==> src/hdl/vma_pkg.sv <==
// Package for the velocity moment accumulator: field widths, register
// indexes, sequencer states and the saturation helpers for the results.
// No dependencies; every other file of the block imports it.
`timescale 1ns / 1ps
`default_nettype none

package vma_pkg;

  localparam int SAMPLE_W   = 20;
  localparam int VEL_W      = 12;
  localparam int DIFF_W     = VEL_W + 1;
  localparam int D2_W       = 26;
  localparam int SUM0_W     = 35;
  localparam int SUM1_W     = 47;
  localparam int SUM2_W     = 59;
  localparam int Q16_W      = 16;
  localparam int TEMP_W     = 24;
  localparam int MUL_A_W    = 36;
  localparam int MUL_B_W    = 27;
  localparam int MUL_P_W    = MUL_A_W + MUL_B_W;
  localparam int DIV_W      = 75;
  localparam int DIV_CNT_W  = 7;
  localparam int CFG_IDX_W  = 3;
  localparam int CFG_DATA_W = 35;
  localparam int TLO_W      = SUM0_W;
  localparam int THI_W      = SUM2_W - TLO_W;

  localparam logic [VEL_W-1:0]  MEAN_MAX = 12'h7FF;
  localparam logic [VEL_W-1:0]  MEAN_MIN = 12'h800;
  localparam logic [Q16_W-1:0]  Q16_RESET = 16'hFFFF;

  typedef enum logic [CFG_IDX_W-1:0] {
    CFG_PHASE_VOL   = 3'd0,
    CFG_TEMP_SCALE  = 3'd1,
    CFG_REF_VX      = 3'd2,
    CFG_REF_VY      = 3'd3,
    CFG_REF_VZ      = 3'd4,
    CFG_DENS_FLOOR  = 3'd5
  } cfg_idx_t;

  typedef enum logic [3:0] {
    ST_IDLE,
    ST_DX,
    ST_DY,
    ST_DZ,
    ST_FX,
    ST_FY,
    ST_FZ,
    ST_SEC,
    ST_ACC,
    ST_DENS,
    ST_TLO,
    ST_THI,
    ST_TCOMB,
    ST_DSTART,
    ST_DWAIT,
    ST_EMIT
  } vma_state_t;

  typedef enum logic [1:0] {
    DSEL_X,
    DSEL_Y,
    DSEL_Z,
    DSEL_TEMP
  } div_sel_t;

  typedef struct packed {
    logic busy;
    logic done;
  } div_stat_t;

  // Quotient of a magnitude, signed back and clamped to the 12-bit range.
  function automatic logic [VEL_W-1:0] mean_sat(input logic [DIV_W-1:0] q,
                                                input logic neg);
    logic             big_pos;
    logic             big_neg;
    logic [VEL_W-1:0] res;
    big_pos = |q[DIV_W-1:VEL_W-1];
    big_neg = (|q[DIV_W-1:VEL_W]) || (q[VEL_W-1] && (|q[VEL_W-2:0]));
    if (!neg) begin
      res = big_pos ? MEAN_MAX : q[VEL_W-1:0];
    end else begin
      res = big_neg ? MEAN_MIN : (VEL_W'(0) - q[VEL_W-1:0]);
    end
    return res;
  endfunction

  // Drops the Q16 fraction and clamps to the temperature width.
  function automatic logic [TEMP_W-1:0] temp_sat(input logic [DIV_W-1:0] q);
    logic [TEMP_W-1:0] res;
    if (|q[DIV_W-1:TEMP_W+Q16_W]) begin
      res = '1;
    end else begin
      res = q[TEMP_W+Q16_W-1:Q16_W];
    end
    return res;
  endfunction

endpackage

`default_nettype wire

==> src/hdl/velocity_moment_accumulator.sv <==
// Top level of the velocity moment accumulator: sequencer, accumulators,
// configuration registers and result register. Depends on vma_pkg,
// vma_mul and vma_div.
//
// Usage: samples of one velocity cube arrive as valid/ready transactions on
// the in_ channel, each with its node velocity; in_last_sample marks the
// final node. One shared multiplier builds the squared distances and the
// moments, and in_ready stays low after each transaction until the
// sequencer is back in idle. After the last sample the block forms
// density and the scaled second moment; when the sum exceeds the floor it
// runs four 75-step divisions on one shared divider. Either way it loads
// one transaction on the out_ channel.
// The result sits in an output register; a stalled receiver only holds the
// block when a second result is ready before the first one was taken.
// Configuration is a write port (cfg_we, cfg_index, cfg_wdata); indexes
// past the register list are ignored.
// Synchronous reset loads the register defaults, clears the moment sums
// and drops out_valid.
`timescale 1ns / 1ps
`default_nettype none

module velocity_moment_accumulator
  import vma_pkg::*;
(
  input  wire logic                    clk,
  input  wire logic                    rst_n,
  input  wire logic                    cfg_we,
  input  wire logic [CFG_IDX_W-1:0]    cfg_index,
  input  wire logic [CFG_DATA_W-1:0]   cfg_wdata,
  input  wire logic                    in_valid,
  output logic                         in_ready,
  input  wire logic [SAMPLE_W-1:0]     in_sample_value,
  input  wire logic signed [VEL_W-1:0] in_vel_x,
  input  wire logic signed [VEL_W-1:0] in_vel_y,
  input  wire logic signed [VEL_W-1:0] in_vel_z,
  input  wire logic                    in_last_sample,
  output logic                         out_valid,
  input  wire logic                    out_ready,
  output logic [SUM0_W-1:0]            out_density,
  output logic signed [VEL_W-1:0]      out_mean_vx,
  output logic signed [VEL_W-1:0]      out_mean_vy,
  output logic signed [VEL_W-1:0]      out_mean_vz,
  output logic [TEMP_W-1:0]            out_temperature,
  output logic                         out_above_floor
);

  // Configuration registers.
  logic [Q16_W-1:0]  phase_vol_r;
  logic [Q16_W-1:0]  temp_scale_r;
  logic [VEL_W-1:0]  ref_vx_r, ref_vy_r, ref_vz_r;
  logic [SUM0_W-1:0] floor_r;

  vma_state_t state_r, state_nxt;

  // Captured sample.
  logic [SAMPLE_W-1:0] s_r, s_nxt;
  logic [VEL_W-1:0]    vx_r, vx_nxt, vy_r, vy_nxt, vz_r, vz_nxt;
  logic                last_r, last_nxt;

  // Moment sums.
  logic [SUM0_W-1:0] sum0_r, sum0_nxt;
  logic [SUM1_W-1:0] sumx_r, sumx_nxt, sumy_r, sumy_nxt, sumz_r, sumz_nxt;
  logic [SUM2_W-1:0] sum2_r, sum2_nxt;
  logic [D2_W-1:0]   d2_r, d2_nxt;

  // Results under construction.
  logic [SUM0_W-1:0] dens_res_r, dens_res_nxt;
  logic              above_res_r, above_res_nxt;
  logic [VEL_W-1:0]  mx_res_r, mx_res_nxt, my_res_r, my_res_nxt;
  logic [VEL_W-1:0]  mz_res_r, mz_res_nxt;
  logic [TEMP_W-1:0] temp_res_r, temp_res_nxt;
  logic [TLO_W+Q16_W-1:0] tlo_r, tlo_nxt;
  logic [DIV_W-1:0]  tdiv_r, tdiv_nxt;
  div_sel_t          dsel_r, dsel_nxt;

  // Output register.
  logic              out_valid_r, out_valid_nxt;
  logic [SUM0_W-1:0] out_dens_r, out_dens_nxt;
  logic [VEL_W-1:0]  out_mx_r, out_mx_nxt, out_my_r, out_my_nxt;
  logic [VEL_W-1:0]  out_mz_r, out_mz_nxt;
  logic [TEMP_W-1:0] out_temp_r, out_temp_nxt;
  logic              out_above_r, out_above_nxt;

  // Shared units.
  logic                      mul_en;
  logic signed [MUL_A_W-1:0] mul_a;
  logic signed [MUL_B_W-1:0] mul_b;
  logic signed [MUL_P_W-1:0] mul_p;
  logic                      div_start;
  logic [DIV_W-1:0]          div_dividend;
  logic [DIV_W-1:0]          div_quo;
  div_stat_t                 div_stat;

  logic signed [DIFF_W-1:0]  dx, dy, dz;
  logic [SUM1_W-1:0]         first_sel;
  logic                      first_neg;
  logic [SUM1_W-1:0]         first_mag;
  logic                      in_fire;

  vma_mul u_mul (
    .clk  (clk),
    .en   (mul_en),
    .op_a (mul_a),
    .op_b (mul_b),
    .prod (mul_p)
  );

  vma_div u_div (
    .clk      (clk),
    .rst_n    (rst_n),
    .start    (div_start),
    .dividend (div_dividend),
    .divisor  (sum0_r),
    .quotient (div_quo),
    .stat     (div_stat)
  );

  assign in_fire = in_valid && in_ready;

  assign dx = $signed({vx_r[VEL_W-1], vx_r}) - $signed({ref_vx_r[VEL_W-1], ref_vx_r});
  assign dy = $signed({vy_r[VEL_W-1], vy_r}) - $signed({ref_vy_r[VEL_W-1], ref_vy_r});
  assign dz = $signed({vz_r[VEL_W-1], vz_r}) - $signed({ref_vz_r[VEL_W-1], ref_vz_r});

  // First moment feeding the divider, taken apart into sign and magnitude.
  always_comb begin
    case (dsel_r)
      DSEL_X:  first_sel = sumx_r;
      DSEL_Y:  first_sel = sumy_r;
      DSEL_Z:  first_sel = sumz_r;
      default: first_sel = sumx_r;
    endcase
  end
  assign first_neg = first_sel[SUM1_W-1];
  assign first_mag = first_neg ? (SUM1_W'(0) - first_sel) : first_sel;
  assign div_dividend = (dsel_r == DSEL_TEMP) ? tdiv_r
                                              : {(DIV_W-SUM1_W)'(0), first_mag};

  always_comb begin
    state_nxt     = state_r;
    in_ready      = 1'b0;
    mul_en        = 1'b0;
    mul_a         = '0;
    mul_b         = '0;
    div_start     = 1'b0;
    s_nxt         = s_r;
    vx_nxt        = vx_r;
    vy_nxt        = vy_r;
    vz_nxt        = vz_r;
    last_nxt      = last_r;
    sum0_nxt      = sum0_r;
    sumx_nxt      = sumx_r;
    sumy_nxt      = sumy_r;
    sumz_nxt      = sumz_r;
    sum2_nxt      = sum2_r;
    d2_nxt        = d2_r;
    dens_res_nxt  = dens_res_r;
    above_res_nxt = above_res_r;
    mx_res_nxt    = mx_res_r;
    my_res_nxt    = my_res_r;
    mz_res_nxt    = mz_res_r;
    temp_res_nxt  = temp_res_r;
    tlo_nxt       = tlo_r;
    tdiv_nxt      = tdiv_r;
    dsel_nxt      = dsel_r;
    out_valid_nxt = out_valid_r && !out_ready;
    out_dens_nxt  = out_dens_r;
    out_mx_nxt    = out_mx_r;
    out_my_nxt    = out_my_r;
    out_mz_nxt    = out_mz_r;
    out_temp_nxt  = out_temp_r;
    out_above_nxt = out_above_r;

    case (state_r)
      ST_IDLE: begin
        in_ready = 1'b1;
        if (in_valid) begin
          s_nxt     = in_sample_value;
          vx_nxt    = in_vel_x;
          vy_nxt    = in_vel_y;
          vz_nxt    = in_vel_z;
          last_nxt  = in_last_sample;
          state_nxt = ST_DX;
        end
      end
      ST_DX: begin
        mul_en    = 1'b1;
        mul_a     = {{(MUL_A_W-DIFF_W){dx[DIFF_W-1]}}, dx};
        mul_b     = {{(MUL_B_W-DIFF_W){dx[DIFF_W-1]}}, dx};
        state_nxt = ST_DY;
      end
      ST_DY: begin
        mul_en    = 1'b1;
        mul_a     = {{(MUL_A_W-DIFF_W){dy[DIFF_W-1]}}, dy};
        mul_b     = {{(MUL_B_W-DIFF_W){dy[DIFF_W-1]}}, dy};
        d2_nxt    = mul_p[D2_W-1:0];
        state_nxt = ST_DZ;
      end
      ST_DZ: begin
        mul_en    = 1'b1;
        mul_a     = {{(MUL_A_W-DIFF_W){dz[DIFF_W-1]}}, dz};
        mul_b     = {{(MUL_B_W-DIFF_W){dz[DIFF_W-1]}}, dz};
        d2_nxt    = d2_r + mul_p[D2_W-1:0];
        state_nxt = ST_FX;
      end
      ST_FX: begin
        mul_en    = 1'b1;
        mul_a     = {(MUL_A_W-SAMPLE_W)'(0), s_r};
        mul_b     = {{(MUL_B_W-VEL_W){vx_r[VEL_W-1]}}, vx_r};
        d2_nxt    = d2_r + mul_p[D2_W-1:0];
        state_nxt = ST_FY;
      end
      ST_FY: begin
        mul_en    = 1'b1;
        mul_a     = {(MUL_A_W-SAMPLE_W)'(0), s_r};
        mul_b     = {{(MUL_B_W-VEL_W){vy_r[VEL_W-1]}}, vy_r};
        sumx_nxt  = sumx_r + mul_p[SUM1_W-1:0];
        state_nxt = ST_FZ;
      end
      ST_FZ: begin
        mul_en    = 1'b1;
        mul_a     = {(MUL_A_W-SAMPLE_W)'(0), s_r};
        mul_b     = {{(MUL_B_W-VEL_W){vz_r[VEL_W-1]}}, vz_r};
        sumy_nxt  = sumy_r + mul_p[SUM1_W-1:0];
        state_nxt = ST_SEC;
      end
      ST_SEC: begin
        mul_en    = 1'b1;
        mul_a     = {(MUL_A_W-SAMPLE_W)'(0), s_r};
        mul_b     = {(MUL_B_W-D2_W)'(0), d2_r};
        sumz_nxt  = sumz_r + mul_p[SUM1_W-1:0];
        state_nxt = ST_ACC;
      end
      ST_ACC: begin
        sum2_nxt  = sum2_r + {(SUM2_W-SAMPLE_W-D2_W)'(0), mul_p[SAMPLE_W+D2_W-1:0]};
        sum0_nxt  = sum0_r + {(SUM0_W-SAMPLE_W)'(0), s_r};
        state_nxt = last_r ? ST_DENS : ST_IDLE;
      end
      ST_DENS: begin
        mul_en        = 1'b1;
        mul_a         = {(MUL_A_W-SUM0_W)'(0), sum0_r};
        mul_b         = {(MUL_B_W-Q16_W)'(0), phase_vol_r};
        above_res_nxt = (sum0_r > floor_r);
        state_nxt     = ST_TLO;
      end
      ST_TLO: begin
        mul_en       = 1'b1;
        mul_a        = {(MUL_A_W-TLO_W)'(0), sum2_r[TLO_W-1:0]};
        mul_b        = {(MUL_B_W-Q16_W)'(0), temp_scale_r};
        dens_res_nxt = mul_p[SUM0_W+Q16_W-1:Q16_W];
        state_nxt    = ST_THI;
      end
      ST_THI: begin
        mul_en    = 1'b1;
        mul_a     = {(MUL_A_W-THI_W)'(0), sum2_r[SUM2_W-1:TLO_W]};
        mul_b     = {(MUL_B_W-Q16_W)'(0), temp_scale_r};
        tlo_nxt   = mul_p[TLO_W+Q16_W-1:0];
        state_nxt = ST_TCOMB;
      end
      ST_TCOMB: begin
        // Scale times the full second moment, rebuilt from its two halves.
        tdiv_nxt = {mul_p[THI_W+Q16_W-1:0], TLO_W'(0)}
                 + {(DIV_W-TLO_W-Q16_W)'(0), tlo_r};
        dsel_nxt = DSEL_X;
        if (above_res_r) begin
          state_nxt = ST_DSTART;
        end else begin
          mx_res_nxt   = '0;
          my_res_nxt   = '0;
          mz_res_nxt   = '0;
          temp_res_nxt = '0;
          state_nxt    = ST_EMIT;
        end
      end
      ST_DSTART: begin
        div_start = 1'b1;
        state_nxt = ST_DWAIT;
      end
      ST_DWAIT: begin
        if (div_stat.done) begin
          case (dsel_r)
            DSEL_X:    mx_res_nxt   = mean_sat(div_quo, first_neg);
            DSEL_Y:    my_res_nxt   = mean_sat(div_quo, first_neg);
            DSEL_Z:    mz_res_nxt   = mean_sat(div_quo, first_neg);
            DSEL_TEMP: temp_res_nxt = temp_sat(div_quo);
            default:   temp_res_nxt = temp_res_r;
          endcase
          if (dsel_r == DSEL_TEMP) begin
            state_nxt = ST_EMIT;
          end else begin
            dsel_nxt  = div_sel_t'(dsel_r + 2'd1);
            state_nxt = ST_DSTART;
          end
        end
      end
      ST_EMIT: begin
        if (!out_valid_r || out_ready) begin
          out_valid_nxt = 1'b1;
          out_dens_nxt  = dens_res_r;
          out_mx_nxt    = mx_res_r;
          out_my_nxt    = my_res_r;
          out_mz_nxt    = mz_res_r;
          out_temp_nxt  = temp_res_r;
          out_above_nxt = above_res_r;
          sum0_nxt      = '0;
          sumx_nxt      = '0;
          sumy_nxt      = '0;
          sumz_nxt      = '0;
          sum2_nxt      = '0;
          state_nxt     = ST_IDLE;
        end
      end
      default: begin
        state_nxt = ST_IDLE;
      end
    endcase
  end

  // Control state, configuration and moment sums.
  always_ff @(posedge clk) begin
    if (!rst_n) begin
      state_r      <= ST_IDLE;
      out_valid_r  <= 1'b0;
      sum0_r       <= '0;
      sumx_r       <= '0;
      sumy_r       <= '0;
      sumz_r       <= '0;
      sum2_r       <= '0;
      dsel_r       <= DSEL_X;
      phase_vol_r  <= Q16_RESET;
      temp_scale_r <= Q16_RESET;
      ref_vx_r     <= '0;
      ref_vy_r     <= '0;
      ref_vz_r     <= '0;
      floor_r      <= '0;
    end else begin
      state_r     <= state_nxt;
      out_valid_r <= out_valid_nxt;
      sum0_r      <= sum0_nxt;
      sumx_r      <= sumx_nxt;
      sumy_r      <= sumy_nxt;
      sumz_r      <= sumz_nxt;
      sum2_r      <= sum2_nxt;
      dsel_r      <= dsel_nxt;
      if (cfg_we) begin
        case (cfg_idx_t'(cfg_index))
          CFG_PHASE_VOL:  phase_vol_r  <= cfg_wdata[Q16_W-1:0];
          CFG_TEMP_SCALE: temp_scale_r <= cfg_wdata[Q16_W-1:0];
          CFG_REF_VX:     ref_vx_r     <= cfg_wdata[VEL_W-1:0];
          CFG_REF_VY:     ref_vy_r     <= cfg_wdata[VEL_W-1:0];
          CFG_REF_VZ:     ref_vz_r     <= cfg_wdata[VEL_W-1:0];
          CFG_DENS_FLOOR: floor_r      <= cfg_wdata[SUM0_W-1:0];
          default:        floor_r      <= floor_r;
        endcase
      end
    end
  end

  // Payload registers.
  always_ff @(posedge clk) begin
    s_r         <= s_nxt;
    vx_r        <= vx_nxt;
    vy_r        <= vy_nxt;
    vz_r        <= vz_nxt;
    last_r      <= last_nxt;
    d2_r        <= d2_nxt;
    dens_res_r  <= dens_res_nxt;
    above_res_r <= above_res_nxt;
    mx_res_r    <= mx_res_nxt;
    my_res_r    <= my_res_nxt;
    mz_res_r    <= mz_res_nxt;
    temp_res_r  <= temp_res_nxt;
    tlo_r       <= tlo_nxt;
    tdiv_r      <= tdiv_nxt;
    out_dens_r  <= out_dens_nxt;
    out_mx_r    <= out_mx_nxt;
    out_my_r    <= out_my_nxt;
    out_mz_r    <= out_mz_nxt;
    out_temp_r  <= out_temp_nxt;
    out_above_r <= out_above_nxt;
  end

  assign out_valid       = out_valid_r;
  assign out_density     = out_dens_r;
  assign out_mean_vx     = $signed(out_mx_r);
  assign out_mean_vy     = $signed(out_my_r);
  assign out_mean_vz     = $signed(out_mz_r);
  assign out_temperature = out_temp_r;
  assign out_above_floor = out_above_r;

`ifndef NO_ASSERTIONS
  a_ready_only_idle: assert property (@(posedge clk) disable iff (!rst_n)
    in_fire |=> (state_r == ST_DX))
    else $error("accepted transaction did not start the sample sequence");

  a_valid_from_emit: assert property (@(posedge clk) disable iff (!rst_n)
    $rose(out_valid_r) |-> ($past(state_r) == ST_EMIT))
    else $error("result appeared outside the emit step");

  a_below_floor_zero: assert property (@(posedge clk) disable iff (!rst_n)
    (out_valid_r && !out_above_r) |->
      (out_temp_r == '0 && out_mx_r == '0 && out_my_r == '0 && out_mz_r == '0))
    else $error("mean or temperature nonzero below the density floor");
`endif

endmodule

`default_nettype wire

==> src/hdl/vma_mul.sv <==
// Shared signed multiplier of the velocity moment accumulator, one product
// per cycle with a registered result. Depends on vma_pkg.
`timescale 1ns / 1ps
`default_nettype none

module vma_mul
  import vma_pkg::*;
(
  input  wire logic                      clk,
  input  wire logic                      en,
  input  wire logic signed [MUL_A_W-1:0] op_a,
  input  wire logic signed [MUL_B_W-1:0] op_b,
  output logic signed [MUL_P_W-1:0]      prod
);

  logic signed [MUL_P_W-1:0] prod_r;

  always_ff @(posedge clk) begin
    if (en) begin
      prod_r <= MUL_P_W'(op_a) * MUL_P_W'(op_b);
    end
  end

  assign prod = prod_r;

endmodule

`default_nettype wire

==> src/hdl/vma_div.sv <==
// Restoring divider of the velocity moment accumulator: one quotient bit
// per cycle over a 75-bit dividend and a 35-bit divisor. Depends on vma_pkg.
`timescale 1ns / 1ps
`default_nettype none

module vma_div
  import vma_pkg::*;
(
  input  wire logic                  clk,
  input  wire logic                  rst_n,
  input  wire logic                  start,
  input  wire logic [DIV_W-1:0]      dividend,
  input  wire logic [SUM0_W-1:0]     divisor,
  output logic [DIV_W-1:0]           quotient,
  output div_stat_t                  stat
);

  logic                 busy_r, busy_nxt;
  logic                 done_r, done_nxt;
  logic [DIV_CNT_W-1:0] cnt_r, cnt_nxt;
  logic [SUM0_W-1:0]    rem_r, rem_nxt;
  logic [SUM0_W-1:0]    dvs_r, dvs_nxt;
  logic [DIV_W-1:0]     quo_r, quo_nxt;
  logic [SUM0_W:0]      trial;
  logic [SUM0_W:0]      diff;
  logic                 fits;

  // Shift the next dividend bit into the partial remainder and try it.
  assign trial = {rem_r, quo_r[DIV_W-1]};
  assign diff  = trial - {1'b0, dvs_r};
  assign fits  = (trial >= {1'b0, dvs_r});

  always_comb begin
    busy_nxt = busy_r;
    done_nxt = 1'b0;
    cnt_nxt  = cnt_r;
    rem_nxt  = rem_r;
    dvs_nxt  = dvs_r;
    quo_nxt  = quo_r;
    if (start) begin
      busy_nxt = 1'b1;
      cnt_nxt  = DIV_CNT_W'(DIV_W);
      rem_nxt  = '0;
      dvs_nxt  = divisor;
      quo_nxt  = dividend;
    end else if (busy_r) begin
      rem_nxt = fits ? diff[SUM0_W-1:0] : trial[SUM0_W-1:0];
      quo_nxt = {quo_r[DIV_W-2:0], fits};
      cnt_nxt = cnt_r - DIV_CNT_W'(1);
      if (cnt_r == DIV_CNT_W'(1)) begin
        busy_nxt = 1'b0;
        done_nxt = 1'b1;
      end
    end
  end

  always_ff @(posedge clk) begin
    if (!rst_n) begin
      busy_r <= 1'b0;
      done_r <= 1'b0;
      cnt_r  <= '0;
    end else begin
      busy_r <= busy_nxt;
      done_r <= done_nxt;
      cnt_r  <= cnt_nxt;
    end
  end

  always_ff @(posedge clk) begin
    rem_r <= rem_nxt;
    dvs_r <= dvs_nxt;
    quo_r <= quo_nxt;
  end

  assign quotient  = quo_r;
  assign stat.busy = busy_r;
  assign stat.done = done_r;

`ifndef NO_ASSERTIONS
  a_no_restart: assert property (@(posedge clk) disable iff (!rst_n)
    start |-> !busy_r)
    else $error("divider restarted while busy");

  a_done_after_busy: assert property (@(posedge clk) disable iff (!rst_n)
    $fell(busy_r) |-> done_r)
    else $error("divider left busy without done");

  a_rem_bound: assert property (@(posedge clk) disable iff (!rst_n)
    (busy_r && $past(busy_r)) |-> (rem_r < dvs_r))
    else $error("partial remainder not below divisor");
`endif

endmodule

`default_nettype wire

==> config.mk <==
export PLATFORM = sky130hd
export DESIGN_NAME = velocity_moment_accumulator
export DESIGN_NICKNAME = d
export VERILOG_FILES = /design/src/hdl/vma_pkg.sv /design/src/hdl/velocity_moment_accumulator.sv /design/src/hdl/vma_mul.sv /design/src/hdl/vma_div.sv
export SDC_FILE = /design/constraint.sdc
export NUM_CORES = 2
export LEC_CHECK = 0
export BUFFER_PORTS_ARGS = -buffer_cell sky130_fd_sc_hd__buf_2
export CAP_MARGIN = 15
export CORE_ASPECT_RATIO = 1.25
export CORE_MARGIN = 3
export CORE_UTILIZATION = 30
export DETAILED_ROUTE_END_ITERATION = 10
export MAX_ROUTING_LAYER = met4
export PLACE_DENSITY_LB_ADDON = 0.2
export SYNTH_ARGS = -nofsm -noshare
export SYNTH_HDL_FRONTEND = slang
export SYNTH_SLANG_ARGS = --single-unit
==> constraint.sdc <==
create_clock -name clk -period 13.4 [get_ports clk]
set_input_delay 2.68 -clock clk [delete_from_list [all_inputs] [get_ports clk]]
set_output_delay 2.68 -clock clk [all_outputs]
set_load 0.01 [all_outputs]
==> flow_metrics.py <==
metrics = {
    "status": {
        "status": "completed",
    },
    "worst_setup_path": {
        "crit_type": "flop to flop",
        "crit_top_cell": "fa_1",
        "worst_path_max_delay_cell": "a221o_1",
        "cp_max_fo": 43,
        "timing.rr.start": "state_r[2]",
        "max_stage_delay_ps": 850,
        "cp-start-kind": "flop",
        "rr_endpoint": "u_mul.prod[49]",
        "rrSetupSlack_ps": 1400,
        "ff2ff_path_depth": 33,
        "cp-end-kind": "flop",
        "cp.required_ps": 13860,
        "cp.arrival_ps": 12460,
    },
    "timing": {
        "rsz0062_at_grt": "false",
        "fin_worst_skew_ps": 53.6,
        "worst_pin_slew_ps": 1340,
        "setup_viol": 0,
        "setup_tns_ps": 0,
        "hold_violations": 0,
        "fmax_mhz": 83.3,
        "whs_ps": 406,
        "finalCriticalPeriod_ps": 12000,
        "fin_ws_ps": 1400,
        "slew_violations": 0,
        "fin_crit_sh": 0.895,
        "slew_headroom": 0.109,
    },
    "die": {
        "num_io_pins": 198,
        "core_um2": 273000,
        "rows": 214,
        "die_w_um": 475,
        "initial_core_util": 0.302,
        "die_area_um2": 281000,
        "die_h_um": 592,
    },
    "drt": {
        "drc": 0,
        "vias": 63913,
        "drt_iter0_markers": 4111,
        "vias_per_cell": 5.07,
        "drtPass1Iterations": 8,
        "final_antenna_net_count": 0,
        "wl_per_cell_um": 22.6,
        "wl_um": 285000,
    },
    "cts": {
        "htreeDepth": 3,
        "cts_root_buf": "clkbuf_16",
        "clock-sinks": 951,
        "clkSlewWorstSetupHoldPaths_ps": 60,
        "cts_buffer_depth": 3,
        "clkLatencyLatePin_ps": 740,
        "cts_setup_buffers": 0,
        "numCtsBuffers": 108,
        "cts_hold_buf": 0,
        "cts_tree": "built",
        "ctsResizeCount": 0,
    },
    "cells_and_area": {
        "nFillCells": 28149,
        "drive_gt1_frac": 0.0704,
        "syn_to_final_growth_pct": 10.6,
        "nNetsFinal": 10394,
    },
    "yosys": {
        "synth-seq-cells": 951,
        "yosys.area.top_type": "fa_1",
        "synthCells": 8880,
        "ys_types": 108,
        "post-synth-top-count-cell": "nand2_1",
        "synth.top_cell.area_share": 0.205,
        "synth_area_um2": 82300,
        "yosysSeqAreaShare": 0.300,
        "syn_avg_cell_area_um2": 9.27,
        "yosysWarnings": 0,
        "synth_area_leaders": "fa_1 21%, edfxtp_1 20%, dfxtp_1 9.5%",
        "synth_edf_count": 562,
        "syn_nets": 10346,
        "async_flop_share": 0,
        "synthFlopType": "edfxtp_1",
        "synth_common_cells": "1247 x nand2_1, 1233 x inv_1, 844 x fa_1",
    },
    "place": {
        "place.gp.congestion": 0.927,
        "port_buffers": 197,
        "pre_cts_ws_ps": 1390,
        "place_hpwl_um": 218000,
    },
    "min_path": {
        "min_to": "tdiv_r[13]",
        "hp-start": "tlo_r[13]",
        "worstHoldPathCells": 0,
        "min_path_type": "flop to flop",
    },
    "pwr": {
        "leakage_nw": 39.8,
        "total_power_w": 0.0155,
        "p_per_area_nw_per_um2": 170,
        "ir_drop_mv": 0.371,
    },
    "global_route": {
        "track_usage": 0.207,
        "grt.overflow.total": 0,
        "antenna_found_initial": 17,
        "grt_pass1_vias": 65985,
        "grt_pass1_wl_um": 425000,
        "grt_max_degree": 86,
    },
    "run": {
        "maxCapViolations": 0,
    },
}
==> stage by stage <==
stage          std cells  area (µm²)   util
2_1_floorplan       8880       82300      -
3_5_place_dp       12382       87400  0.320
6_report           12600       91100  0.334
4_1_cts            12587       91000  0.334
5_1_grt            12598       91000  0.334
3_3_place_gp       12382       87400  0.320
==> worst max-delay path: cells and delay by family (launching register included) <==
kind	cells	cell delay (ps)
XOR/XNOR	1	110
adder cells (fa/ha/maj)	8	4000
flip-flops	1	560
buffers and inverters	7	1250
AND/OR/NAND/NOR	7	2360
AO/OA/AOI/OAI	10	3410
==> sequential cells by signal, indices dropped and copies added (netlist names), 24 cells and up <==
name / count
sum2_r: 59
sumx_r: 47
temp_res_r: 24
sumy_r: 47
u_div.quotient: 75
floor_r: 35
tdiv_r: 75
out_temperature: 24
d2_r: 26
dens_res_r: 35
u_div.dvs_r: 35
u_div.rem_r: 35
sumz_r: 47
u_mul.prod: 51
out_density: 35
sum0_r: 35
tlo_r: 51
==> cells in the final DEF (no fill, tap or decap), types with 203 or more instances in the layout <==
cell type / netlist / routed
a21oi_1: 501 / 499
dfxtp_1: 389 / 388
edfxtp_1: 562 / 562
fa_1: 844 / 844
ha_1: 522 / 518
inv_1: 1233 / 1231
nand2_1: 1247 / 1245
nand3_1: 208 / 203
nor2_1: 480 / 474
o21ai_0: 329 / 329
xnor2_1: 239 / 239
==> layout make-up <==
| class | instances | area [µm²] | share of cell area |
|---|---|---|---|
| diodes | 13 | 32.5 | 0.000357 |
| clock buffers | 139 | 2930 | 0.0322 |
| clock inverters | 66 | 733 | 0.00805 |
| inverters | 1236 | 4640 | 0.0510 |
| multi-input cells | 6300 | 51600 | 0.567 |
| flip-flops and latches | 951 | 24700 | 0.271 |
| well taps | 3564 | 4460 | 0.0490 |
| repair buffers | 331 | 2000 | 0.0219 |
==> logic make-up after synthesis <==
logic type	after synthesis	share of synthesized area
DFF	951	0.300
adders and majority gates	1366	0.285
AOI/OAI and AO/OA	1698	0.134
buffers and inverters	1629	0.0760
muxes	40	0.00520
xor gates and xnor gates	407	0.0433
and+or+nand+nor	2789	0.158
==> per-layer routing <==
metal	vias up	share of wire	global-route usage
met1	32130	0.40	0.240
met5	-	0	-
met4	0	0.042	0.0788
met3	464	0.044	0.0231
met2	1627	0.51	0.366
li1	29692	-	-
==> worst max-delay path by stage <==
stage / start / to / slack, ps
finish: state_r[2] / u_mul.prod[49] / 1400
global route: vz_r[0] / u_mul.prod[49] / 800
CTS: state_r[2] / u_mul.prod[49] / 1410
detailed placement: state_r[2] / u_mul.prod[49] / 1390
global placement: state_r[2] / u_mul.prod[49] / 1640
floorplan: state_r[0] / u_mul.prod[49] / 3690
==> power by group <==
part | total (W) | internal (W) | switching [W]
clock | 0.00312 | 0.00179 | 0.00133
combinational | 0.00854 | 0.00309 | 0.00546
sequential | 0.00380 | 0.00350 | 0.000301
total | 0.0155 | 0.00837 | 0.00709
No activity file was read; power rests on OpenSTA's default activity.
